File: src/sv/fcs_pkg.sv
package fcs_pkg;

   // Default fixed-point fraction width of the fine clock, the averages and the wall delta.
   localparam int FRAC_BITS_DEF = 16;

   localparam int SCENE_W = 31;
   localparam int DELTA_W = 32;
   localparam int FINE_W  = 48;
   localparam int WALL_W  = 64;
   localparam int AVG_W   = 32;
   localparam int CSR_IDX_W  = 1;
   localparam int CSR_DATA_W = 32;

   // Register indexes of the control port.
   localparam logic [CSR_IDX_W-1:0] CSR_WALL_FREQ   = 1'd0;
   localparam logic [CSR_IDX_W-1:0] CSR_FINE_ENABLE = 1'd1;

   localparam logic [CSR_DATA_W-1:0] WALL_FREQ_RST = 32'd1000000000;

   // Shared divider geometry.
   localparam int DIV_NUM_W = 64;
   localparam int DIV_DEN_W = 32;
   localparam int DIV_CNT_W = 7;

   typedef struct packed {
      logic load;
      logic front;
      logic branch;
      logic ema;
      logic advance;
      logic offset;
      logic trim;
      logic commit;
   } fcs_cmd_type;

   typedef struct packed {
      logic smooth_ok;
      logic need_rate;
      logic div_done;
   } fcs_status_type;

endpackage

File: src/sv/fcs_divider.sv
module fcs_divider (
   input  logic                             clock,
   input  logic                             reset,
   input  logic                             start,
   input  logic [fcs_pkg::DIV_NUM_W-1:0]    num,
   input  logic [fcs_pkg::DIV_DEN_W-1:0]    den,
   input  logic [fcs_pkg::DIV_CNT_W-1:0]    iters,
   output logic [fcs_pkg::DIV_NUM_W-1:0]    quo,
   output logic                             done
);

   logic [fcs_pkg::DIV_CNT_W-1:0] cnt_ff, cnt_in;
   logic                          done_ff, done_in;
   logic [fcs_pkg::DIV_DEN_W-1:0] rem_ff, rem_in;
   logic [fcs_pkg::DIV_DEN_W-1:0] den_ff, den_in;
   logic [fcs_pkg::DIV_NUM_W-1:0] num_ff, num_in;
   logic [fcs_pkg::DIV_NUM_W-1:0] quo_ff, quo_in;
   logic [fcs_pkg::DIV_DEN_W:0]   shifted;
   logic                          ge;

   // One quotient bit per cycle, numerator bits enter from the top.
   always_comb begin
      shifted = {rem_ff, num_ff[fcs_pkg::DIV_NUM_W-1]};
      ge      = shifted >= {1'b0, den_ff};
      cnt_in  = cnt_ff;
      done_in = 1'b0;
      rem_in  = rem_ff;
      den_in  = den_ff;
      num_in  = num_ff;
      quo_in  = quo_ff;
      if (start) begin
         cnt_in = iters;
         rem_in = '0;
         den_in = den;
         num_in = num;
         quo_in = '0;
      end else if (cnt_ff != '0) begin
         cnt_in  = cnt_ff - 1'b1;
         done_in = (cnt_ff == fcs_pkg::DIV_CNT_W'(1));
         rem_in  = ge ? fcs_pkg::DIV_DEN_W'(shifted - {1'b0, den_ff})
                      : fcs_pkg::DIV_DEN_W'(shifted);
         num_in  = {num_ff[fcs_pkg::DIV_NUM_W-2:0], 1'b0};
         quo_in  = {quo_ff[fcs_pkg::DIV_NUM_W-2:0], ge};
      end
   end

   always_ff @(posedge clock) begin
      if (reset) begin
         cnt_ff  <= '0;
         done_ff <= 1'b0;
      end else begin
         cnt_ff  <= cnt_in;
         done_ff <= done_in;
      end
   end

   always_ff @(posedge clock) begin
      rem_ff <= rem_in;
      den_ff <= den_in;
      num_ff <= num_in;
      quo_ff <= quo_in;
   end

   assign quo  = quo_ff;
   assign done = done_ff;

endmodule

File: src/sv/fcs_datapath.sv
module fcs_datapath #(
   parameter int FRAC_BITS = fcs_pkg::FRAC_BITS_DEF
) (
   input  logic                                 clock,
   input  logic                                 reset,
   input  fcs_pkg::fcs_cmd_type                 cmd,
   output fcs_pkg::fcs_status_type              status,
   input  logic [fcs_pkg::CSR_DATA_W-1:0]       wall_freq,
   input  logic                                 fine_enable,
   input  logic [fcs_pkg::SCENE_W-1:0]          req_coarse_now,
   input  logic [fcs_pkg::WALL_W-1:0]           req_wall_now,
   input  logic                                 req_key_pause,
   input  logic                                 req_key_resume,
   input  logic                                 req_key_forward,
   input  logic                                 req_key_rewind,
   output logic [fcs_pkg::SCENE_W-1:0]          res_scene_time,
   output logic signed [fcs_pkg::DELTA_W-1:0]   res_frame_delta,
   output logic signed [fcs_pkg::FINE_W-1:0]    res_fine_time,
   output logic                                 res_override_coarse,
   output logic                                 res_paused
);

   localparam int DW_W   = FRAC_BITS + 6;
   localparam int RATE_W = 18;
   localparam int PROD_W = DW_W + RATE_W;
   localparam int ST_W   = 38;
   localparam int OFF_W  = 58;
   localparam logic [13:0] C_ALPHA = 14'd3277;
   localparam logic [13:0] C_SOFT  = 14'd655;
   localparam logic [13:0] C_FIRM  = 14'd6554;
   localparam logic [RATE_W-1:0] RATE_MIN = 18'd13107;
   localparam logic [RATE_W-1:0] RATE_MAX = 18'd196608;
   localparam logic [RATE_W-1:0] RATE_ONE = 18'd65536;
   localparam logic [fcs_pkg::AVG_W-1:0] RATE_THR = 32'((1 << FRAC_BITS) / 1000);
   localparam logic signed [OFF_W-1:0] OFF_SNAP = OFF_W'(120) << FRAC_BITS;
   localparam logic signed [OFF_W-1:0] OFF_FIRM = OFF_W'(8) << FRAC_BITS;
   localparam logic signed [ST_W-1:0]  SCENE_MAX = ST_W'(2147483647);

   function automatic logic [31:0] ema(input logic [31:0] avg, input logic [31:0] x);
      logic signed [32:0] d;
      logic signed [46:0] p;
      logic signed [34:0] r;
      d = $signed({1'b0, x}) - $signed({1'b0, avg});
      p = d * $signed({1'b0, C_ALPHA});
      r = $signed({3'b0, avg}) + 35'(p >>> 16);
      if (r < 0)
         return '0;
      else if (r > $signed({3'b0, 32'hFFFF_FFFF}))
         return 32'hFFFF_FFFF;
      else
         return r[31:0];
   endfunction

   // Item registers.
   logic [fcs_pkg::SCENE_W-1:0] now_ff;
   logic [fcs_pkg::WALL_W-1:0]  wall_ff;
   logic [3:0]                  keys_ff;

   // Architectural state.
   logic [fcs_pkg::SCENE_W-1:0] scene_ff;
   logic                        pause_ff;
   logic [fcs_pkg::FINE_W-1:0]  fine_ff;
   logic [fcs_pkg::AVG_W-1:0]   cavg_ff;
   logic [fcs_pkg::AVG_W-1:0]   wavg_ff;
   logic [fcs_pkg::WALL_W-1:0]  prev_wall_ff;

   // Work registers.
   logic signed [fcs_pkg::DELTA_W-1:0] delta_ff;
   logic [fcs_pkg::SCENE_W-1:0] st_ff;
   logic                        scrub_ff;
   logic                        smooth_ff;
   logic [fcs_pkg::WALL_W-1:0]  diff_ff;
   logic [5:0]                  dtim_ff;
   logic [DW_W-1:0]             dw_ff;
   logic                        rate_div_ff;
   logic [PROD_W-1:0]           prod_ff;
   logic [fcs_pkg::FINE_W-1:0]  fadv_ff;
   logic signed [OFF_W-1:0]     off_ff;

   // Front-end logic.
   logic signed [32:0]     delta_raw, delta_cap;
   logic                   pause_new;
   logic signed [ST_W-1:0] base, step, s1, s2, st_sat;
   logic                   smooth;

   always_comb begin
      delta_raw = $signed({2'b0, now_ff}) - $signed({2'b0, scene_ff});
      delta_cap = (delta_raw > 33'sd300) ? 33'sd300 : delta_raw;
      pause_new = keys_ff[1] ? 1'b0 : (keys_ff[0] ? 1'b1 : pause_ff);
      base = pause_new ? $signed({7'b0, scene_ff}) : $signed({7'b0, now_ff});
      step = pause_new ? ST_W'(10) : (ST_W'(delta_cap) <<< 3);
      s1   = keys_ff[2] ? base + step : base;
      s2   = keys_ff[3] ? ((step > s1) ? '0 : s1 - step) : s1;
      if (s2 < 0)
         st_sat = '0;
      else if (s2 > SCENE_MAX)
         st_sat = SCENE_MAX;
      else
         st_sat = s2;
      smooth = fine_enable && !pause_new && !(keys_ff[2] || keys_ff[3])
               && !fine_ff[fcs_pkg::FINE_W-1] && (prev_wall_ff != '0);
   end

   // Hitch check.
   logic signed [31:0]   dtim;
   logic [31:0]          freq;
   logic [38:0]          diff100, diff_lim;
   logic                 ok;
   logic [63:0]          target;

   always_comb begin
      dtim     = $signed({1'b0, st_ff}) - $signed({1'b0, scene_ff});
      freq     = (wall_freq == '0) ? 32'd1 : wall_freq;
      diff100  = 39'(diff_ff[31:0]) * 39'd100;
      diff_lim = 39'(freq) * 39'd60;
      ok = (diff_ff != '0) && (diff_ff[63:32] == '0) && (diff100 <= diff_lim)
           && (dtim >= 0) && (dtim <= 32'sd60);
      target = 64'(st_ff) << FRAC_BITS;
   end

   // Averages and the divider requests for the wall delta and rate passes.
   logic [fcs_pkg::DIV_NUM_W-1:0] div_quo;
   logic                          div_done, div_start;
   logic [fcs_pkg::DIV_NUM_W-1:0] div_num;
   logic [fcs_pkg::DIV_DEN_W-1:0] div_den;
   logic [fcs_pkg::DIV_CNT_W-1:0] div_iters;
   logic [fcs_pkg::AVG_W-1:0]     cavg_new, wavg_new;
   logic                          need_rate;

   always_comb begin
      cavg_new  = ema(cavg_ff, 32'(dtim_ff) << FRAC_BITS);
      wavg_new  = ema(wavg_ff, 32'(div_quo[DW_W-1:0]));
      need_rate = wavg_new > RATE_THR;
      div_start = (cmd.branch && smooth_ff && ok) || (cmd.ema && need_rate);
      if (cmd.branch) begin
         div_num   = 64'(diff100) << FRAC_BITS;
         div_den   = freq;
         div_iters = 7'd64;
      end else begin
         div_num   = {cavg_new, 32'b0};
         div_den   = wavg_new;
         div_iters = 7'd48;
      end
   end

   fcs_divider u_div (
      .clock (clock),
      .reset (reset),
      .start (div_start),
      .num   (div_num),
      .den   (div_den),
      .iters (div_iters),
      .quo   (div_quo),
      .done  (div_done)
   );

   // Advance and anchor.
   logic [RATE_W-1:0]          rate;
   logic [49:0]                fadv;
   logic signed [OFF_W-1:0]    off;
   logic                       big;
   logic [13:0]                coef;
   logic signed [47:0]         mulv;

   always_comb begin
      if (!rate_div_ff)
         rate = RATE_ONE;
      else if (div_quo < 64'(RATE_MIN))
         rate = RATE_MIN;
      else if (div_quo > 64'(RATE_MAX))
         rate = RATE_MAX;
      else
         rate = div_quo[RATE_W-1:0];
      fadv = 50'(fine_ff) + 50'(prod_ff >> 16);
      off  = $signed(OFF_W'(target)) - $signed(OFF_W'(fadv));
      big  = (off_ff > OFF_SNAP) || (off_ff < -OFF_SNAP);
      coef = ((off_ff > OFF_FIRM) || (off_ff < -OFF_FIRM)) ? C_FIRM : C_SOFT;
      mulv = $signed(off_ff[32:0]) * $signed({1'b0, coef});
   end

   always_ff @(posedge clock) begin
      if (reset) begin
         scene_ff     <= '0;
         pause_ff     <= 1'b0;
         fine_ff      <= '1;
         cavg_ff      <= '0;
         wavg_ff      <= '0;
         prev_wall_ff <= '0;
      end else begin
         if (cmd.front)
            pause_ff <= pause_new;
         if (cmd.branch && !smooth_ff)
            fine_ff <= target[fcs_pkg::FINE_W-1:0];
         else if (cmd.branch && !ok && dtim > 0)
            fine_ff <= fine_ff + 48'(64'(dtim[30:0]) << FRAC_BITS);
         else if (cmd.trim)
            fine_ff <= big ? target[fcs_pkg::FINE_W-1:0]
                           : fadv_ff + 48'(mulv >>> 16);
         if (cmd.ema) begin
            cavg_ff <= cavg_new;
            wavg_ff <= wavg_new;
         end
         if (cmd.commit) begin
            scene_ff     <= st_ff;
            prev_wall_ff <= wall_ff;
         end
      end
   end

   always_ff @(posedge clock) begin
      if (cmd.load) begin
         now_ff  <= req_coarse_now;
         wall_ff <= req_wall_now;
         keys_ff <= {req_key_rewind, req_key_forward, req_key_resume, req_key_pause};
      end
      if (cmd.front) begin
         delta_ff  <= delta_cap[31:0];
         st_ff     <= st_sat[fcs_pkg::SCENE_W-1:0];
         scrub_ff  <= keys_ff[2] || keys_ff[3];
         smooth_ff <= smooth;
         diff_ff   <= wall_ff - prev_wall_ff;
      end
      if (cmd.branch)
         dtim_ff <= dtim[5:0];
      if (cmd.ema) begin
         dw_ff       <= div_quo[DW_W-1:0];
         rate_div_ff <= need_rate;
      end
      if (cmd.advance)
         prod_ff <= PROD_W'(dw_ff) * PROD_W'(rate);
      if (cmd.offset) begin
         fadv_ff <= fadv[fcs_pkg::FINE_W-1:0];
         off_ff  <= off;
      end
   end

   assign status.smooth_ok = smooth_ff && ok;
   assign status.need_rate = need_rate;
   assign status.div_done  = div_done;

   assign res_scene_time      = st_ff;
   assign res_frame_delta     = delta_ff;
   assign res_fine_time       = $signed(fine_ff);
   assign res_override_coarse = pause_ff || scrub_ff;
   assign res_paused          = pause_ff;

endmodule

File: config.mk
export PLATFORM = sky130hd
export DESIGN_NAME = fcs_datapath
export DESIGN_NICKNAME = d
export VERILOG_FILES = /design/src/sv/fcs_pkg.sv /design/src/sv/fcs_divider.sv /design/src/sv/fcs_datapath.sv
export SDC_FILE = /design/constraint.sdc
export NUM_CORES = 2
export LEC_CHECK = 0
export BUFFER_PORTS_ARGS = -buffer_cell sky130_fd_sc_hd__buf_4
export CAP_MARGIN = 20
export CORE_MARGIN = 2
export CORE_UTILIZATION = 60
export DETAILED_ROUTE_END_ITERATION = 10
export PLACE_DENSITY = 0.77
export SETUP_SLACK_MARGIN = 0.2
export SKIP_CTS_REPAIR_TIMING = 1
export SYNTH_ARGS = -nofsm -noshare
export SYNTH_HDL_FRONTEND = slang
export SYNTH_SLANG_ARGS = --single-unit
File: constraint.sdc
create_clock -name clock -period 29.3 [get_ports clock]
set_input_delay 2.93 -clock clock [delete_from_list [all_inputs] [get_ports clock]]
set_output_delay 2.93 -clock clock [all_outputs]
set_load 0.01 [all_outputs]
== Word level (Yosys, flattened, before mapping) ==
Cells that the tools add are included.
Storage, ports and cells
  register bits after elaboration: 803
  bits in latches: 0
  output and inout bits: 116
  RAM bits: 0
  logic and storage cells: 132
  input bits: 142
  memories: 0
  ROM bits: 0
Cells by class
  $lt $le $gt $ge: 20
  div/mod/pow operators: 0
  reductions and logical operators: 33
  shift-type cells: 0
  multipliers: 6
  muxes and demuxes: 30
  bitwise operators: 1
  add/sub/neg operators: 15
  equal/unequal tests: 1
Operators by type and width (count)
  $mux 32: 7
  $mux 48: 4
  $mux 64: 3
  $mux 38: 4
  $reduce_bool 64->1: 2
  $mul 33x13->46 const B: 2
  $add 33x30->34: 2
  $gt 34x33->1 const B: 2
  $lt 34x1->1 const B: 2
  $sub 22x32->33: 2
  $gt 64x18->1 const B: 1
  $logic_not 32->1: 2
  $lt 64x14->1 const B: 1
  $sub 31x31->32: 2
  $sub 64x64->64: 1
  $mux 31: 2
  $mux 18: 3
  $gt 50x21->1 const B: 1
  $gt 50x24->1 const B: 1
  $lt 50x20->1 const B: 1
  $lt 50x24->1 const B: 1
  $sub 47x49->50: 1
  $add 48x24->49: 1
  $add 48x47->48: 1
  32 further kinds: 57

== Depth between registers and ports, before layout ==
  depth in word-level cells: 12
  mapped depth: 54
  depth with buffers taken out: 51

== By module ==
A second synthesis with hierarchy kept.
Unflattened totals
  cells, all modules: 10888
  area, all modules: 97878.9 µm²
By module, submodules not included
  fcs_datapath: cells each 9939, area each 88419.8 µm², times used 1, sequential area each 15514.9 µm²
  fcs_divider: cells each 949, area each 9459.1 µm², times used 1, sequential area each 4964.8 µm²

== Least setup slack after synthesis ==
No wires, ideal clock.
  path kind: reg2out
  start point: register wavg_ff[1] (netlist name)
  end point: output status[1] (netlist name)
  data arrival time: 9935 ps
  required time: 26370 ps
  path buffers: 2
  slack: 16435 ps
  stages on the path, launching flop included: 51
  cells stage by stage: dfxtp_1 > inv_1 > ha_1 > nor2b_1 > o21ai_0 > a21boi_0 > o41ai_1 > a211oi_1 > a31oi_1 > nor2_1 > a21o_1 > a21o_1 > a21oi_1 > o21ai_0 > xor2_1 > ha_1 > ha_1 > a21oi_1 > [... 15 more ...] > o21ai_0 > nand2b_1 > a21oi_1 > o21ai_0 > xor2_1 > ha_1 > clkbuf_1 > inv_1 > o21ai_0 > a21o_1 > a22oi_1 > o211ai_1 > a311oi_1 > nor3_1 > and4b_1 > o211a_1 > a31oi_1 > buf_4
Between the ends
  cells in the longest elaborated chain, start to end: 7
  elaborated cells between the ends (all ways): 8
  those cells by class: add/sub: 2; mul: 1; order compare: 3; mux: 2
RTL lines
  start: declaration: line fcs_datapath.sv:64  | logic [fcs_pkg::AVG_W-1:0] wavg_ff;
  start signal: assignment: line fcs_datapath.sv:201  | wavg_ff <= wavg_new;
  $sub 22x32->33: line fcs_datapath.sv:43  | d = $signed({1'b0, x}) - $signed({1'b0, avg});
  $mul 33x13->46: line fcs_datapath.sv:44  | p = d * $signed({1'b0, C_ALPHA});
  $add 33x30->34 (*): line fcs_datapath.sv:45  | r = $signed({3'b0, avg}) + 35'(p >>> 16);
  $gt 34x33->1: line fcs_datapath.sv:48  | else if (r > $signed({3'b0, 32'hFFFF_FFFF}))
  $mux 32: line fcs_datapath.sv:48
  $mux 32 (*): line fcs_datapath.sv:46  | if (r < 0)
  $gt 32x7->1 (*): line fcs_datapath.sv:133  | need_rate = wavg_new > RATE_THR;
  end: declaration: line fcs_datapath.sv:7  | output fcs_pkg::fcs_status_type status,
Every way passes the cells marked *; elsewhere a longest branch is shown, timed or not.

==> reports/metrics.yaml <==
critical_path:
  critPathLaunchType: "flop"
  path_buf_inv: 4
  worstPathRequired_ps: 26370
  slowest_delay_ps: 810
  ff2ff_path_depth: 44
  crit_family: "compound AO/OA/AOI/OAI gates"
  crit_slowest_cell: "a2111oi_0"
  rrSetupSlack_ps: 15320
  cp.arrival_ps: 12350
  cp_max_fo: 10
  critical_path_class: "reg -> out"
  reg2reg_from: "wavg_ff[1]"
  startpoint: "wavg_ff[1]"
  rr_endpoint: "u_div.cnt_ff[1]"
  critical_path.endpoint_type: "output port"
placed_design:
  dp_slack_ps: 15010
  portBuffers: 257
  hpwl_um: 225700
  place_congestion: 0.9763
final_layout:
  drive_above_1_share_pct: 5.480
  multi_input_area_um2: 70290
  regArea_um2: 19940
  nFillCells: 13407
  nets: 13440
  syn_to_final_growth_pct: 7.406
floorplan:
  fp-row-count: 148
  start_util_pct: 60.37
  die_area_um2: 167000
  die_h_um: 408.7
  coreArea_um2: 162800
  ios: 258
  chipWidth_um: 408.7
sta:
  clock.fmax_ghz: 0.06546
  timing.slew.headroom_pct: 17.60
  setup_ws_ps: 14020
  skew_ps: 75.05
  timing.setup.tns_ps: 0
  worstMarginPinSlew_ps: 1236
  min_period_over_period_pct: 52.14
  min_period_ps: 15280
  hold_viol_final: 0
  rsz0062_at_grt: "no"
  report.final.slew_viol_count: 0
  setup_viol: 0
synth:
  ys_seq_area_share_pct: 20.29
  syn_area_um2: 98270
  synth_seq_cells: 768
  synth-edff-count: 456
  yosysTopAreaCell: "fa_1"
  synth_area_leaders: "fa_1, ha_1, edfxtp_1"
  synth_common_cells: "inv_1, ha_1, fa_1"
  synth_cells: 11028
  ys.flop_type: "edfxtp_1"
  ys_types: 94
  synth_top_area_share_pct: 19.68
  yosysMostFrequentCell: "inv_1"
  async_flop_share_pct: 0
  yosysWarnings: 0
  syn_area_per_cell_um2: 8.911
cts:
  root_buffer: "clkbuf_16"
  cts_buffers: 89
  cts_tree: "yes"
  cts_max_path_buffers: 3
  clkTransAtPathRegs_ps: 60
  cts.sinks: 768
  h-tree-depth: 3
  worstSkewPairLatency_ps: 750
run:
  maxCapViolations: 0
worst_hold_path:
  hold_path_end: "u_div.quo[55]"
  hold_start: "u_div.quo[54]"
  hp-class: "reg -> reg"
  holdPathStages: 2
drt:
  wl_um: 279100
  dr.first_iter.drc_count: 6654
  wire_per_inst_um: 20.82
  drc: 0
  viasPerCell: 5.991
  drtPass1Iterations: 8
  ant_nets: 0
  vias: 80308
global_route:
  grt_max_degree: 113
  first_global_vias: 80823
  antenna_found_initial: 12
  grt_pass1_wl_um: 445400
  grt-ovfl-total: 0
  grt_usage_pct: 33.42
run_status:
  status: "complete, no violations"
==> cell type report <==
class / count / area share, %
clock buffer: 116 / 2.302
inverter: 1863 / 6.628
clock inverter: 52 / 0.6437
tap: 2175 / 2.578
sequential: 768 / 18.89
timing repair buffer: 321 / 2.344
antenna: 7 / 0.01660
multi-input combinational: 8102 / 66.60
==> flip-flops by register name (all words and copies together) (netlist names), 31 cells and up <==
signal / count
u_div.quo: 64
u_div.den_ff: 32
u_div.num_ff: 46
diff_ff: 64
res_fine_time: 48
res_scene_time: 31
off_ff: 49
res_frame_delta: 32
fadv_ff: 48
now_ff: 31
wavg_ff: 32
wall_ff: 64
cavg_ff: 32
u_div.rem_ff: 32
scene_ff: 31
prev_wall_ff: 64
==> layout by cell type (no fill, tap or decap), types with 128 or more instances in the layout <==
master and instances:
nor2_1 685, a21o_1 286, o21a_1 128, buf_4 315
o21ai_0 413, a211oi_1 136, fa_1 966, dfxtp_1 312
ha_1 1187, inv_1 1858, a21oi_1 585, and2_1 164
nand3_1 135, xor2_1 261, nand2_1 928, xnor2_1 370
mux2i_1 145, nor3_1 205, edfxtp_1 456
==> worst max path at each step <==
| stage | depth (start not counted) | slack (ps) | endpoint |
|---|---|---|---|
| 6_report | 40 | 14020 | status[1] |
| 4_1_cts | 49 | 14130 | status[1] |
| 3_5_place_dp | 49 | 15010 | status[1] |
| 5_1_grt | 40 | 13140 | status[1] |
| 3_3_place_gp | 48 | 15140 | status[1] |
| 2_1_floorplan | 50 | 16440 | status[1] |
==> worst register-to-register path: cells and delay by family (launching register included) <==
family,cells,cell delay [ps]
AO/OA/AOI/OAI,18,5710
adder cells (fa/ha/maj),7,2770
buffers and inverters,6,2140
AND/OR/NAND/NOR,10,1540
XOR/XNOR,2,790
multiplexers,1,460
flip-flops,1,380
==> per-stage QoR <==
stage	std cells	hold WS (ps)	util (%)	instance area, um^2
global placement	13226	444.2	62.88	102300
CTS	13394	459.8	64.79	105500
global route	13402	482.4	64.84	105500
detailed placement	13226	456.6	62.88	102300
finish	13404	465.8	64.84	105500
floorplan	11061	432.0	-	98390
==> metal layers <==
layer  GRT usage, %  wire length, um  up-vias
li1               -                -    37577
met1          44.74           117500    39289
met5              0               51        -
met4          11.80            10650       10
met2          53.91           127700     2886
met3          6.700            23240      546
==> kinds of logic after synthesis <==
logic type,Yosys count,synth area share (%)
DFF,768,20.29
adders and majority gates,2153,34.79
xor gates and xnor gates,633,5.663
AOI/OAI and AO/OA,2277,15.42
other,1,0.003816
and+or+nand+nor,2846,13.78
buffers and inverters,2191,8.415
muxes,159,1.637
Power is not shown: default switching activity piles up to over one toggle a cycle in this logic, so the estimate is an artifact.
