<file path="config.mk">
export PLATFORM = sky130hd
export DESIGN_NAME = fcs_ctrl
export DESIGN_NICKNAME = d
export VERILOG_FILES = /design/src/sv/fcs_pkg.sv /design/src/sv/fcs_ctrl.sv
export SDC_FILE = /design/constraint.sdc
export NUM_CORES = 1
export LEC_CHECK = 0
export BUFFER_PORTS_ARGS = -buffer_cell sky130_fd_sc_hd__buf_2
export CORE_MARGIN = 2
export CORE_UTILIZATION = 50
export CTS_CLUSTER_DIAMETER = 30
export DETAILED_ROUTE_END_ITERATION = 10
export GPL_ROUTABILITY_DRIVEN = 0
export PLACE_DENSITY = 0.87
export SYNTH_ARGS = -nofsm -noshare
export SYNTH_HDL_FRONTEND = slang
export SYNTH_SLANG_ARGS = --single-unit
</file>
<file path="constraint.sdc">
create_clock -name clock -period 1.9 [get_ports clock]
set_input_delay 0.475 -clock clock [delete_from_list [all_inputs] [get_ports clock]]
set_output_delay 0.475 -clock clock [all_outputs]
set_load 0.02 [all_outputs]
</file>
<file path="src/sv/fcs_pkg.sv">
package fcs_pkg;

   // Default fixed-point fraction width of the fine clock, the averages and the wall delta.
   localparam int FRAC_BITS_DEF = 16;

   localparam int SCENE_W = 31;
   localparam int DELTA_W = 32;
   localparam int FINE_W  = 48;
   localparam int WALL_W  = 64;
   localparam int AVG_W   = 32;
   localparam int CSR_IDX_W  = 1;
   localparam int CSR_DATA_W = 32;

   // Register indexes of the control port.
   localparam logic [CSR_IDX_W-1:0] CSR_WALL_FREQ   = 1'd0;
   localparam logic [CSR_IDX_W-1:0] CSR_FINE_ENABLE = 1'd1;

   localparam logic [CSR_DATA_W-1:0] WALL_FREQ_RST = 32'd1000000000;

   // Shared divider geometry.
   localparam int DIV_NUM_W = 64;
   localparam int DIV_DEN_W = 32;
   localparam int DIV_CNT_W = 7;

   typedef struct packed {
      logic load;
      logic front;
      logic branch;
      logic ema;
      logic advance;
      logic offset;
      logic trim;
      logic commit;
   } fcs_cmd_type;

   typedef struct packed {
      logic smooth_ok;
      logic need_rate;
      logic div_done;
   } fcs_status_type;

endpackage

</file>
<file path="src/sv/fcs_ctrl.sv">
module fcs_ctrl (
   input  logic                    clock,
   input  logic                    reset,
   input  logic                    req_valid,
   output logic                    req_ready,
   input  logic                    rsp_free,
   input  fcs_pkg::fcs_status_type status,
   output fcs_pkg::fcs_cmd_type    cmd
);

   typedef enum logic [9:0] {
      S_IDLE     = 10'b0000000001,
      S_FRONT    = 10'b0000000010,
      S_BRANCH   = 10'b0000000100,
      S_DW_RUN   = 10'b0000001000,
      S_EMA      = 10'b0000010000,
      S_RATE_RUN = 10'b0000100000,
      S_ADVANCE  = 10'b0001000000,
      S_OFFSET   = 10'b0010000000,
      S_TRIM     = 10'b0100000000,
      S_COMMIT   = 10'b1000000000
   } state_type;

   state_type state_ff, state_in;

   always_comb begin
      state_in = state_ff;
      unique case (state_ff)
         S_IDLE:     if (req_valid) state_in = S_FRONT;
         S_FRONT:    state_in = S_BRANCH;
         S_BRANCH:   state_in = status.smooth_ok ? S_DW_RUN : S_COMMIT;
         S_DW_RUN:   if (status.div_done) state_in = S_EMA;
         S_EMA:      state_in = status.need_rate ? S_RATE_RUN : S_ADVANCE;
         S_RATE_RUN: if (status.div_done) state_in = S_ADVANCE;
         S_ADVANCE:  state_in = S_OFFSET;
         S_OFFSET:   state_in = S_TRIM;
         S_TRIM:     state_in = S_COMMIT;
         S_COMMIT:   if (rsp_free) state_in = S_IDLE;
         default:    state_in = S_IDLE;
      endcase
   end

   always_ff @(posedge clock) begin
      if (reset) begin
         state_ff <= S_IDLE;
      end else begin
         state_ff <= state_in;
      end
   end

   assign req_ready   = (state_ff == S_IDLE);
   assign cmd.load    = (state_ff == S_IDLE) && req_valid;
   assign cmd.front   = (state_ff == S_FRONT);
   assign cmd.branch  = (state_ff == S_BRANCH);
   assign cmd.ema     = (state_ff == S_EMA);
   assign cmd.advance = (state_ff == S_ADVANCE);
   assign cmd.offset  = (state_ff == S_OFFSET);
   assign cmd.trim    = (state_ff == S_TRIM);
   assign cmd.commit  = (state_ff == S_COMMIT) && rsp_free;

endmodule

</file>
Word-level counts from Yosys, hierarchy flattened
Cells that the tools add are included.
Operators by class
  eq/ne operators: 14
  reduce and logical (&&, ||, !) cells: 3
  muxes and demuxes: 7
Operators by type and width (number)
  $pmux 10 s10: 1
  $mux 10: 5
  $eq 10x1->1 const B: 1
  $eq 10x10->1 const B: 1
  $eq 10x2->1 const B: 1
  $eq 10x3->1 const B: 1
  $eq 10x4->1 const B: 1
  $eq 10x5->1 const B: 1
  $eq 10x6->1 const B: 1
  $eq 10x7->1 const B: 1
  $eq 10x8->1 const B: 1
  $eq 10x9->1 const B: 1
  $ne 2x2->1 const B: 4
  $mux 7: 1
  $reduce_and 4->1: 1
  $logic_and 1x1->1: 2
Word-level totals
  input bits: 7
  bits in registers: 10
  logic and storage cells: 25
  output and inout bits: 9

Logic depth before layout (Yosys ltp)
Gate-level depths: netlist of run 1.
  word-level depth: 3
  mapped depth: 6
  gate-level depth less buffers: 5

Worst setup path after synthesis of run 1
OpenSTA, ideal clock, no wires.
  kind: reg-to-output
  from: register state_ff[2]
  to: output port cmd[7] (netlist name)
  path buffers: 1
  slack: 40 ps
  cell stages (with the launch flop): 6
  data arrival time: 1385 ps
  required time: 1425 ps
  cells stage by stage: dfxtp_1 buf_6 nor4_4 nand4_1 inv_1 and2_1
RTL lines
  start: declaration: RTL line fcs_ctrl.sv:24  | state_type state_ff, state_in;
  start signal: assignment: RTL line fcs_ctrl.sv:47  | state_ff <= state_in;
  end: declaration: RTL line fcs_ctrl.sv:8  | output fcs_pkg::fcs_cmd_type cmd

==> results of run 1 <==
-- final cells by class --
| class | instances | area, um2 | share of cell area [%] |
|---|---|---|---|
| clock buffer | 4 | 36.3 | 3.49 |
| inverter | 3 | 13.8 | 1.33 |
| multi-input combinational | 57 | 465 | 44.8 |
| sequential | 10 | 224 | 21.6 |
| tap | 15 | 18.8 | 1.81 |
| timing repair buffer | 37 | 280 | 27.0 |
-- cell usage after synthesis (2+ instances only) --
library cell                count
sky130_fd_sc_hd__nand4_1        3
sky130_fd_sc_hd__o21ai_0        2
sky130_fd_sc_hd__nor2_1         4
sky130_fd_sc_hd__xor2_1         2
sky130_fd_sc_hd__nand4b_1       3
sky130_fd_sc_hd__inv_1          2
sky130_fd_sc_hd__and3_1         2
sky130_fd_sc_hd__o2111ai_1      3
sky130_fd_sc_hd__dfxtp_1       10
sky130_fd_sc_hd__nor3b_1        4
sky130_fd_sc_hd__nor2b_1        4
sky130_fd_sc_hd__o211ai_1       2
sky130_fd_sc_hd__and2_1         3
sky130_fd_sc_hd__and4b_1        3
sky130_fd_sc_hd__nor3_2         2
sky130_fd_sc_hd__a21oi_1        3
sky130_fd_sc_hd__nor3_1         4
-- power by group through the flow --
| stage | logic [mW] | registers, mW | clock network, mW |
|---|---|---|---|
| 2_1_floorplan | 0.128 | 0.237 | 0 |
| 3_3_place_gp | 0.183 | 0.241 | 0 |
| 3_5_place_dp | 0.189 | 0.242 | 0 |
| 4_1_cts | 0.249 | 0.239 | 0.203 |
| 5_1_grt | 0.325 | 0.240 | 0.216 |
| 6_report | 0.308 | 0.239 | 0.204 |
-- routing by layer --
| layer | routed length, um | track usage [%] | vias to the layer above |
|---|---|---|---|
| met3 | 94 | 11.7 | 8 |
| li1 | - | - | 356 |
| met5 | 0 | 0 | - |
| met4 | 89 | 20.0 | 0 |
| met1 | 961 | 33.9 | 354 |
| met2 | 1190 | 52.8 | 21 |
-- critical path: stages, from the launching register on --
cell and delay (ps):
sky130_fd_sc_hd__dfxtp_4 410, sky130_fd_sc_hd__inv_4 40, sky130_fd_sc_hd__or4_4 560, sky130_fd_sc_hd__nor2_4 130, sky130_fd_sc_hd__buf_6 120
-- worst paths after layout --
path / slack, ps / start / end
max: -120 / state_ff[1] / cmd[6]
max reg2reg: 140 / state_ff[7] / state_ff[1]
min reg2reg: 560 / state_ff[3] / state_ff[4]
min: 410 / reset / state_ff[5]
-- kinds of logic after synthesis --
family          after synthesis
xor+xnor                      2
buf+inv                       4
flops                        10
simple gates                 41
compound gates               14
-- stage by stage --
step	hold WS (ps)	setup WS, ps
after floorplan	508	40.2
after global placement	547	169
after detailed placement	552	127
after CTS	406	-65.4
after global routing	405	-178
final	409	-120
-- repair_timing --
action | 4_1_cts | 5_1_grt
setup endpoints to repair | 9 | 9
resized for setup | 22 | 14
pin swaps | 7 | 10
setup buffers | 10 | 8
hold endpoints to repair | 0 | 0
==> implementation parameters, run 1 <==
Parameter                              Value

Status
  Result of the run    complete, but fails checks
  Failing checks    negative setup slack

Synth
  Synthesized instance count    about 70
  Largest family of logic cells by synthesized area    simple AND/OR/NAND/NOR gates
  Synthesized-area fraction occupied by adder cells    0%
  Yosys warns    0
  Share of cell area taken by muxes after synthesis    0%
  Number of enable flip-flop cells after synthesis    0
  Yosys top cell by area    sky130_fd_sc_hd__dfxtp_1
  Top area cells in the synthesized netlist    sky130_fd_sc_hd__dfxtp_1 31%, sky130_fd_sc_hd__and4b_1 4.6%, sky130_fd_sc_hd__nor3b_1 4.6%
  Distinct cell type count of the synthesized netlist    32
  Post-Synthesis Mean Instance Area    between 9 and 10 um2
  Number of register bits inferred by synthesis    10
  Post-synthesis compound-gate area fraction    around 17%
  Most used DFF post-synth    sky130_fd_sc_hd__dfxtp_1
  Number of nets produced by synthesis    a little under 80
  Share of the synthesized area in the top cell type    30.6%
  Xor/xnor share of the synthesized area    between 2 and 3%
  Post-synthesis simple-gate area fraction    a little under half
  Share of synthesized flip-flops with an asynchronous set or reset    0%
  Sequential area share after synthesis    around 31%
  Area of the mapped netlist    approximately 650 um2

Power
  Internal power of the cells    496 uW
  Total power per unit cell area    roughly 720 nW/um2
  Share of total power in the clock network    approximately 27%
  Fraction of power consumed by combinational cells    between 40% and 50%
  Proportion of power drawn by flip-flops and latches    31.8%
  Total power of the final layout    around 750 uW
  Cell leakage power    0.461 nW
  Sw frac    between 30 and 40%
  Peak supply drop    between 0.4 and 0.5 mV
  Switching Power    255 uW

Finish
  Final-layout fill cell count    71
  Most frequent cells in the layout    23 x sky130_fd_sc_hd__buf_4, 7 x sky130_fd_sc_hd__buf_2, 6 x sky130_fd_sc_hd__buf_6, 6 x sky130_fd_sc_hd__dfxtp_4
  Area growth, synth to finish    58.7%
  Share of layout cells above drive strength 1    roughly 57%
  Layout Nets    between 100 and 150
  Registers with the most flip-flops    state_ff (10)
  Most frequent standard cell in the layout excluding fill and tap cells    sky130_fd_sc_hd__buf_4
  Share of the core filled with cells in the final layout    around 83%
  Max FFs per register    10
  Largest register by flop count    state_ff
  Diode count    0
  Number of cells in the finished layout apart from fillers    roughly 130
  Final design instance area without fill    just over 1000 um2

STA
  Slew Viols, Final    0
  Aggregate negative setup slack    -534 ps
  Min cycle time layout    between 2000 and 2500 ps
  Number of endpoints with negative hold slack in the final report    0
  Unrepaired setup endpoints after global routing    yes
  Maximum operating frequency    ~500 MHz
  Portion of the clock cycle consumed by the worst path in the final layout    106%
  Skew final    roughly 4.1 ps
  Final WS setup    -120 ps
  Worst slew margin relative to its limit    between 70% and 80%
  Total setup violations reported at the end of the flow    8
  Worst Tran Pin Value    392 ps

Run
  Number of max-capacitance violations reported    0

Clock tree
  Clk sink count    10
  Number of buffers created by CTS    3
  Register clock-pin slew on the reported worst setup and hold paths    70 ps
  Number of levels the H-tree was split into    1
  Clock tree from TritonCTS    yes
  CTS root buf    sky130_fd_sc_hd__clkbuf_4
  Clk Latency, worst-skew pair    280 ps
  Total of hold buffers inserted after clock tree synthesis    0
  Maximum buffer depth of the clock tree    2

Worst setup path
  Class of the most critical setup path    flop to primary output
  Kind of launch point of the worst setup path    flop
  Data arrival at the endpoint of the critical path    around 1500 ps
  Worst reg-to-reg path cell count    5
  Endpoint type of the worst setup path    primary output
  Endpoint required time on the critical path    1420 ps
  Peak fanout along the critical path    4

Routing
  Drt first-iter violations    26
  Post-DR wirelength/cell    around 19 um
  DR DRC count    0
  Count of antenna-violating nets left after detailed routing    0
  Length of the first detailed-routing pass in iterations    4
  Via-to-Cell Ratio    5.87
  Detailed-route via count    roughly 740
  Total routed wirelength    2330 um

Floorplanning
  X dimension of the die    about 40 um
  Area of the core    1250 um2
  Top Ports    16
  Effective utilization at floorplan    52.2%
  Total number of placement rows    13
  DIE AREA    1610 um2
  Vertical extent of the die    about 40 um

GRT
  Number of global-route vias before repair    690
  Pin count of the biggest net entering global routing    10
  GRT Total Usage    between 30% and 40%
  Wire length of the first global-routing pass    about 3300 um
  Total grt overflow    0
  Initial antenna violation count    0

Placement
  Placed Cells    approximately 100
  Port Buf Inserts    15
  Placed instance area    ~770 um2
  Detailed-placement wirelength estimate    1260 um

Worst hold path
  Hold-critical path depth    2
  Worst min-delay path category    input port to flop
Note: power is estimated with default switching activity, not from simulation.
==> run 2, diff against run 1 <==
--- a/config.mk
+++ b/config.mk
@@ -5,6 +5,7 @@
 export SDC_FILE = /design/constraint.sdc
 export NUM_CORES = 1
 export LEC_CHECK = 0
+export ABC_AREA = 1
 export BUFFER_PORTS_ARGS = -buffer_cell sky130_fd_sc_hd__buf_2
 export CORE_MARGIN = 2
 export CORE_UTILIZATION = 50
==> constraint.sdc (replaced) <==
create_clock -name clock -period 2.2 [get_ports clock]
set_input_delay 0.55 -clock clock [delete_from_list [all_inputs] [get_ports clock]]
set_output_delay 0.55 -clock clock [all_outputs]
set_load 0.02 [all_outputs]
==> run 2 against run 1 <==
Net effect: the run now ends clean; core utilization is 22 points lower; critical endpoint unchanged; non-clock buffer count is 22 lower; clock power shrank 36%; cell count is 12% higher; design area fell by 25%.
==> implementation parameters, run 2 <==
Parameter                              Value

STA
  Skew final    0.788 ps (-3.35 ps)
  Worst slew margin relative to its limit    70.0% (-3.8 points)
  Maximum operating frequency    478 MHz
  Min cycle time layout    ~2100 ps
  Slew Viols, Final    0 (unchanged)
  Number of endpoints with negative hold slack in the final report    0 (unchanged)
  Unrepaired setup endpoints after global routing    no
  Min Hold Slack    462 ps (+52.9 ps)
  Worst Tran Pin Value    446 ps (+53.2 ps)
  Total setup violations reported at the end of the flow    0 (-8)
  Portion of the clock cycle consumed by the worst path in the final layout    95.0%
  Aggregate negative setup slack    0 ps (+534 ps)

Worst hold path
  Hold_sp    reset
  Worst-case hold path end point    state_ff[3]
  Hold-critical path depth    2 (unchanged)
  Worst min-delay path category    input port to flop

Worst setup path
  Peak fanout along the critical path    3 (-1)
  Worst reg2reg path startpoint    state_ff[4]
  Data arrival at the endpoint of the critical path    1540 ps (about the same)
  Internal reg-to-reg setup slack    770 ps (+630 ps)
  Worst reg-to-reg path cell count    10 (+5)
  Critical-path cell with the highest stage delay    sky130_fd_sc_hd__nor4_1
  Capturing point of the worst reg2reg path    state_ff[7]
  List of cells traversed by the critical path    nor2_2 -> nand2_2 -> nor4_1 -> buf_2
  Largest stage delay on the critical path    410 ps (-150 ps)
  Kind of launch point of the worst setup path    flop
  Endpoint required time on the critical path    1650 ps (+230 ps)
  Class of the most critical setup path    flop to primary output
  Endpoint type of the worst setup path    primary output

Power
  Total power of the final layout    731 uW (-2.7%)
  Switching Power    336 uW (+32%)
  Internal power of the cells    395 uW (-20%)
  Fraction of power consumed by combinational cells    50.7% (+9.6 points)
  Share of total power in the clock network    17.8% (-9.4 points)
  Peak supply drop    0.456 mV (+3.1%)
  Total power per unit cell area    941 nW/um2 (+30%)
  Sw frac    46.0% (+12 points)
  Cell leakage power    0.508 nW (+10%)
  Proportion of power drawn by flip-flops and latches    31.5% (-0.3 points)

Floorplanning
  DIE AREA    1630 um2 (+0.87%)
  Top Ports    16 (unchanged)
  X dimension of the die    40.4 um (+0.44%)
  Effective utilization at floorplan    52.1% (-0.18 points)
  Total number of placement rows    13 (unchanged)
  Vertical extent of the die    40.4 um (+0.44%)
  Area of the core    1270 um2 (+1.3%)

GRT
  Wire length of the first global-routing pass    2180 um (-33%)
  Number of global-route vias before repair    530 (-23%)
  GRT Total Usage    21.3% (-11 points)
  Top Usage Layer GRT    met2
  Total grt overflow    0 (unchanged)
  Met3 Use GR    5.00% (-6.7 points)
  Pin count of the biggest net entering global routing    9 (-1)
  Met1 global-route usage    26.1% (-7.8 points)
  Initial antenna violation count    0 (unchanged)
  Met2 Usage GRT    32.1% (-21 points)

Clock tree
  Number of buffers created by CTS    3 (unchanged)
  Total of hold buffers inserted after clock tree synthesis    0 (unchanged)
  Clk Latency, worst-skew pair    270 ps (about the same)
  Clk sink count    10 (unchanged)
  CTS root buf    sky130_fd_sc_hd__clkbuf_4
  Clock tree from TritonCTS    yes
  Register clock-pin slew on the reported worst setup and hold paths    60 ps (about the same)
  Number of levels the H-tree was split into    1 (unchanged)
  Resized cells post-CTS    0 (-100%)
  Maximum buffer depth of the clock tree    2 (unchanged)
  Count of buffers added by post-CTS timing repair for setup    0 (-10)

Synth
  Area of the mapped netlist    661 um2 (+0.96%)
  Top-count cell post-synth    sky130_fd_sc_hd__inv_1
  Ranking of synthesized cells by instance count    27 x sky130_fd_sc_hd__inv_1, 21 x sky130_fd_sc_hd__nand2_1, 15 x sky130_fd_sc_hd__nor2_1
  Number of enable flip-flop cells after synthesis    0 (unchanged)
  Post-Synthesis Mean Instance Area    6.12 um2 (-34%)
  Share of synthesized flip-flops with an asynchronous set or reset    0% (unchanged)
  Sequential area share after synthesis    30.3% (-0.29 points)
  Number of register bits inferred by synthesis    10 (unchanged)
  Most used DFF post-synth    sky130_fd_sc_hd__dfxtp_1
  Top area cells in the synthesized netlist    sky130_fd_sc_hd__dfxtp_1 30%, sky130_fd_sc_hd__inv_1 15%, sky130_fd_sc_hd__nand2_1 12%
  Distinct cell type count of the synthesized netlist    15 (-53%)
  Number of nets produced by synthesis    115 (+47%)
  Yosys warns    0 (unchanged)
  Synthesized instance count    108 (+52%)
  Yosys top cell by area    sky130_fd_sc_hd__dfxtp_1
  Share of the synthesized area in the top cell type    30.3% (-0.29 points)

Finish
  Registers with the most flip-flops    state_ff (10)
  Diode count    0 (unchanged)
  Area growth, synth to finish    17.6%
  Largest register by flop count    state_ff
  Area taken by flip-flops and latches    200 um2 (-11%)
  Most frequent standard cell in the layout excluding fill and tap cells    sky130_fd_sc_hd__inv_1
  Final-layout fill cell count    118 (+66%)
  Layout Nets    135 (+13%)
  Multi-input gate area in the final layout    352 um2 (-24%)
  Max FFs per register    10 (unchanged)
  Most frequent cells in the layout    27 x sky130_fd_sc_hd__inv_1, 21 x sky130_fd_sc_hd__nand2_1, 15 x sky130_fd_sc_hd__nor2_1, 15 x sky130_fd_sc_hd__buf_2, 10 x sky130_fd_sc_hd__dfxtp_1
  Share of layout cells above drive strength 1    28.6% (-28 points)

Placement
  Port Buf Inserts    15 (unchanged)
  Detailed-placement wirelength estimate    1130 um (-10%)

Status
  Result of the run    finished, final reports clean

Routing
  Total routed wirelength    1460 um (-38%)
  DR DRC count    0 (unchanged)
  Length of the first detailed-routing pass in iterations    4 (unchanged)
  Detailed-route via count    680 (-8.0%)
  Via-to-Cell Ratio    4.82 (-18%)
  Drt first-iter violations    19 (-27%)
  Post-DR wirelength/cell    10.3 um (-44%)
  Count of antenna-violating nets left after detailed routing    0 (unchanged)

Run
  Number of max-capacitance violations reported    0 (unchanged)
-- run 2: cell count changes after synthesis, sizes merged, moves of 4 or more --
cell   previous run  this run
nor3              6         0
inv               3        29
nand3             0         9
nor3b             4         0
nand2             1        27
nor2b             4         0
nor2              5        23
-- run 2: metrics by stage --
step,util [%],cells,cell area [um2],setup WS (ps)
after floorplan,-,108,661,365
after global placement,59.5,138,754,483
after detailed placement,59.5,138,754,443
after CTS,61.2,141,777,134
after global routing,61.2,141,777,24.8
final,61.2,141,777,110
-- run 2: logic make-up after synthesis --
group,count (synthesis),share of synthesized area (%)
AO/OA/AOI/OAI,5,4.17
AND/OR/NAND/NOR,64,49.1
buffers and inverters,29,16.5
flip-flops,10,30.3
-- run 2: layout make-up --
cell class | instances | share of cell area (%)
multi-input cells | 69 | 45.2
flip-flops and latches | 10 | 25.8
inverters | 29 | 14.0
repair buffers | 15 | 9.66
clock buffers | 3 | 2.90
well taps | 15 | 2.42
-- run 2: critical path: cells and delay by family (launching register included) --
family,cells,cell delay [ps]
buf+inv,1,250
flops,1,340
simple gates,3,680
-- run 2: metal layers --
metal	vias up	part of all wire (%)
li1	353	-
met1	294	43
met2	24	48
met3	9	5.1
met4	0	4.1
met5	-	0
-- run 2: worst max path at each step --
stage                      startpoint     end  slack [ps]  depth (start not counted)
after floorplan           state_ff[9]  cmd[6]         370                          3
after global placement    state_ff[9]  cmd[6]         480                          4
after detailed placement  state_ff[2]  cmd[6]         440                          4
after CTS                 state_ff[2]  cmd[6]         130                          4
after global routing      state_ff[3]  cmd[6]          20                          4
final                     state_ff[2]  cmd[6]         110                          4
-- run 2: power by group through the flow --
stage	clock network (mW)	registers, mW	logic, mW
2_1_floorplan	0	0.230	0.289
5_1_grt	0.140	0.235	0.412
3_3_place_gp	0	0.232	0.359
4_1_cts	0.131	0.230	0.369
3_5_place_dp	0	0.234	0.366
6_report	0.130	0.230	0.371
==> run 3, diff against run 2 <==
--- a/config.mk
+++ b/config.mk
@@ -5,7 +5,7 @@
 export SDC_FILE = /design/constraint.sdc
 export NUM_CORES = 1
 export LEC_CHECK = 0
-export ABC_AREA = 1
+export ABC_AREA = 0
 export BUFFER_PORTS_ARGS = -buffer_cell sky130_fd_sc_hd__buf_2
 export CORE_MARGIN = 2
 export CORE_UTILIZATION = 50
==> run 3 against run 2 <==
Net effect: global-route usage up 0.93 points; worst hold slack improved by 19 ps; core utilization grew 3.5 points; non-clock buffer count rose by 3; count of clock-buffer cells in the layout is 1 higher; cell count decreased by 24%; sequential cell count stayed put; worst setup slack lost 51 ps; die area fell by 0.87%; critical endpoint is now cmd[7].
==> implementation parameters, run 3 (synthesized netlist as in run 1, its figures left out) <==
Parameter                              Value

STA
  Worst slew margin relative to its limit    77.2% (+7.2 points)
  Min cycle time layout    2140 ps (+50.5 ps)
  Worst Tran Pin Value    342 ps (-104 ps)
  Number of endpoints with negative hold slack in the final report    0 (unchanged)
  Skew final    7.35 ps (+6.56 ps)
  Total setup violations reported at the end of the flow    0 (unchanged)
  Slew Viols, Final    0 (unchanged)
  Maximum operating frequency    467 MHz (-2.4%)
  Min Hold Slack    481 ps (+18.9 ps)
  Unrepaired setup endpoints after global routing    yes
  Portion of the clock cycle consumed by the worst path in the final layout    97.3% (+2.3 points)

Power
  Total power of the final layout    540 uW (-26%)
  Peak supply drop    0.439 mV (-3.7%)
  Total power per unit cell area    666 nW/um2 (-29%)
  Cell leakage power    0.358 nW (-30%)

GRT
  GRT Total Usage    22.2% (+0.93 points)
  Total grt overflow    0 (unchanged)
  Initial antenna violation count    0 (unchanged)
  Pin count of the biggest net entering global routing    10 (+1)
  Number of global-route vias before repair    565 (+6.6%)
  Wire length of the first global-routing pass    2300 um (+5.7%)

Routing
  Post-DR wirelength/cell    14.1 um (+37%)
  Count of antenna-violating nets left after detailed routing    0 (unchanged)
  Via-to-Cell Ratio    6.19 (+28%)
  DR DRC count    0 (unchanged)
  Length of the first detailed-routing pass in iterations    4 (unchanged)
  Total routed wirelength    1510 um (+3.7%)
  Drt first-iter violations    23 (+4)
  Detailed-route via count    662 (-2.6%)

Finish
  Area growth, synth to finish    23.9%
  Max FFs per register    10 (unchanged)
  Most frequent standard cell in the layout excluding fill and tap cells    sky130_fd_sc_hd__buf_2
  Final-layout fill cell count    97 (-18%)
  Registers with the most flip-flops    state_ff (10)
  Share of layout cells above drive strength 1    38.0% (+9.5 points)
  Layout Nets    100 (-26%)
  Share of the core filled with cells in the final layout    64.7% (+3.5 points)
  Most frequent cells in the layout    15 x sky130_fd_sc_hd__buf_2, 8 x sky130_fd_sc_hd__dfxtp_1
  Diode count    0 (unchanged)
  Largest register by flop count    state_ff

Worst setup path
  Kind of launch point of the worst setup path    flop
  List of cells traversed by the critical path    nor4_4 -> nand4_1 -> inv_1 -> and2_1 -> buf_2
  Critical-path cell with the highest stage delay    sky130_fd_sc_hd__dfxtp_1
  Endpoint required time on the critical path    1650 ps (about the same)
  Endpoint type of the worst setup path    primary output
  Largest stage delay on the critical path    400 ps (about the same)
  Dominant delay contributor by cell family on the critical path    simple AND/OR/NAND/NOR gates
  Peak fanout along the critical path    9 (+6)
  Class of the most critical setup path    flop to primary output
  Data arrival at the endpoint of the critical path    1590 ps (+50 ps)
  Worst path bufs/invs    2 (+1)

Floorplanning
  X dimension of the die    40.2 um (-0.43%)
  Top Ports    16 (unchanged)
  Total number of placement rows    13 (unchanged)
  Area of the core    1250 um2 (-1.3%)
  Effective utilization at floorplan    52.2% (+0.18 points)
  Vertical extent of the die    40.2 um (-0.43%)
  DIE AREA    1610 um2 (-0.87%)

Clock tree
  Register clock-pin slew on the reported worst setup and hold paths    70 ps (about the same)
  Clock tree from TritonCTS    yes
  CTS root buf    sky130_fd_sc_hd__clkbuf_4
  Maximum buffer depth of the clock tree    2 (unchanged)
  Clk Latency, worst-skew pair    270 ps (about the same)
  Number of buffers created by CTS    3 (unchanged)
  Clk sink count    10 (unchanged)
  Number of levels the H-tree was split into    1 (unchanged)

Worst hold path
  Worst min-delay path category    input port to flop

Placement
  Port Buf Inserts    15 (unchanged)
  Detailed-placement wirelength estimate    1130 um (+0.18%)

Status
  Result of the run    finished, final reports clean

Run
  Number of max-capacitance violations reported    0 (unchanged)
[run 3: cell types whose count changed in the layout (fill, tap and decap cells not counted), sizes merged, moves of 4 or more]
cell,previous run,this run
inv,29,3
nand2,27,1
nor2,23,5
nand3,9,0
nor3,0,6
nor2b,0,4
nor3b,0,4
[run 3: through the flow]
step	cells	TNS (ps)	area (um2)	setup slack [ps]
finish	107	0	811	59.5
global route	107	-56.6	811	-49.8
CTS	106	0	788	14.4
detailed placement	102	0	752	314
global placement	102	0	752	356
floorplan	71	0	654	265
[run 3: area by class of cell]
class	instances	area, um2	area share [%]
multi-input cells	57	444	54.8
well taps	15	18.8	2.31
clock buffers	4	36.3	4.48
inverters	3	11.3	1.39
flip-flops and latches	10	203	25.0
repair buffers	18	97.6	12.0
[run 3: worst paths after layout]
kind / cells after the start / endpoint / startpoint / slack (ps)
hold reg to reg: 2 / state_ff[4] / state_ff[3] / 570
setup / recovery: 5 / cmd[7] / state_ff[2] / 60
setup reg to reg: 5 / state_ff[1] / state_ff[2] / 620
hold / removal: 2 / state_ff[9] / reset / 480
[run 3: report_power, final]
group          switching [mW]  total [mW]  leakage (nW)  internal, mW
sequential             0.0164       0.207        0.0819         0.191
combinational          0.0856       0.164         0.255        0.0787
clock                  0.0680       0.169        0.0210         0.101
total                   0.170       0.540         0.358         0.370
[run 3: repair_timing]
item | CTS | global route
setup buffers | 0 | 1
gates resized for setup | 0 | 5
setup endpoints to repair | 0 | 5
hold buffers | 0 | 0
[run 3: per-layer routing]
layer  global-route usage, %  up-vias  wire length (um)
met5                       0        -                 0
met4                    10.0        0                17
met3                    8.33        4                79
met2                    39.5       24               761
met1                    22.8      314               655
li1                        -      320                 -
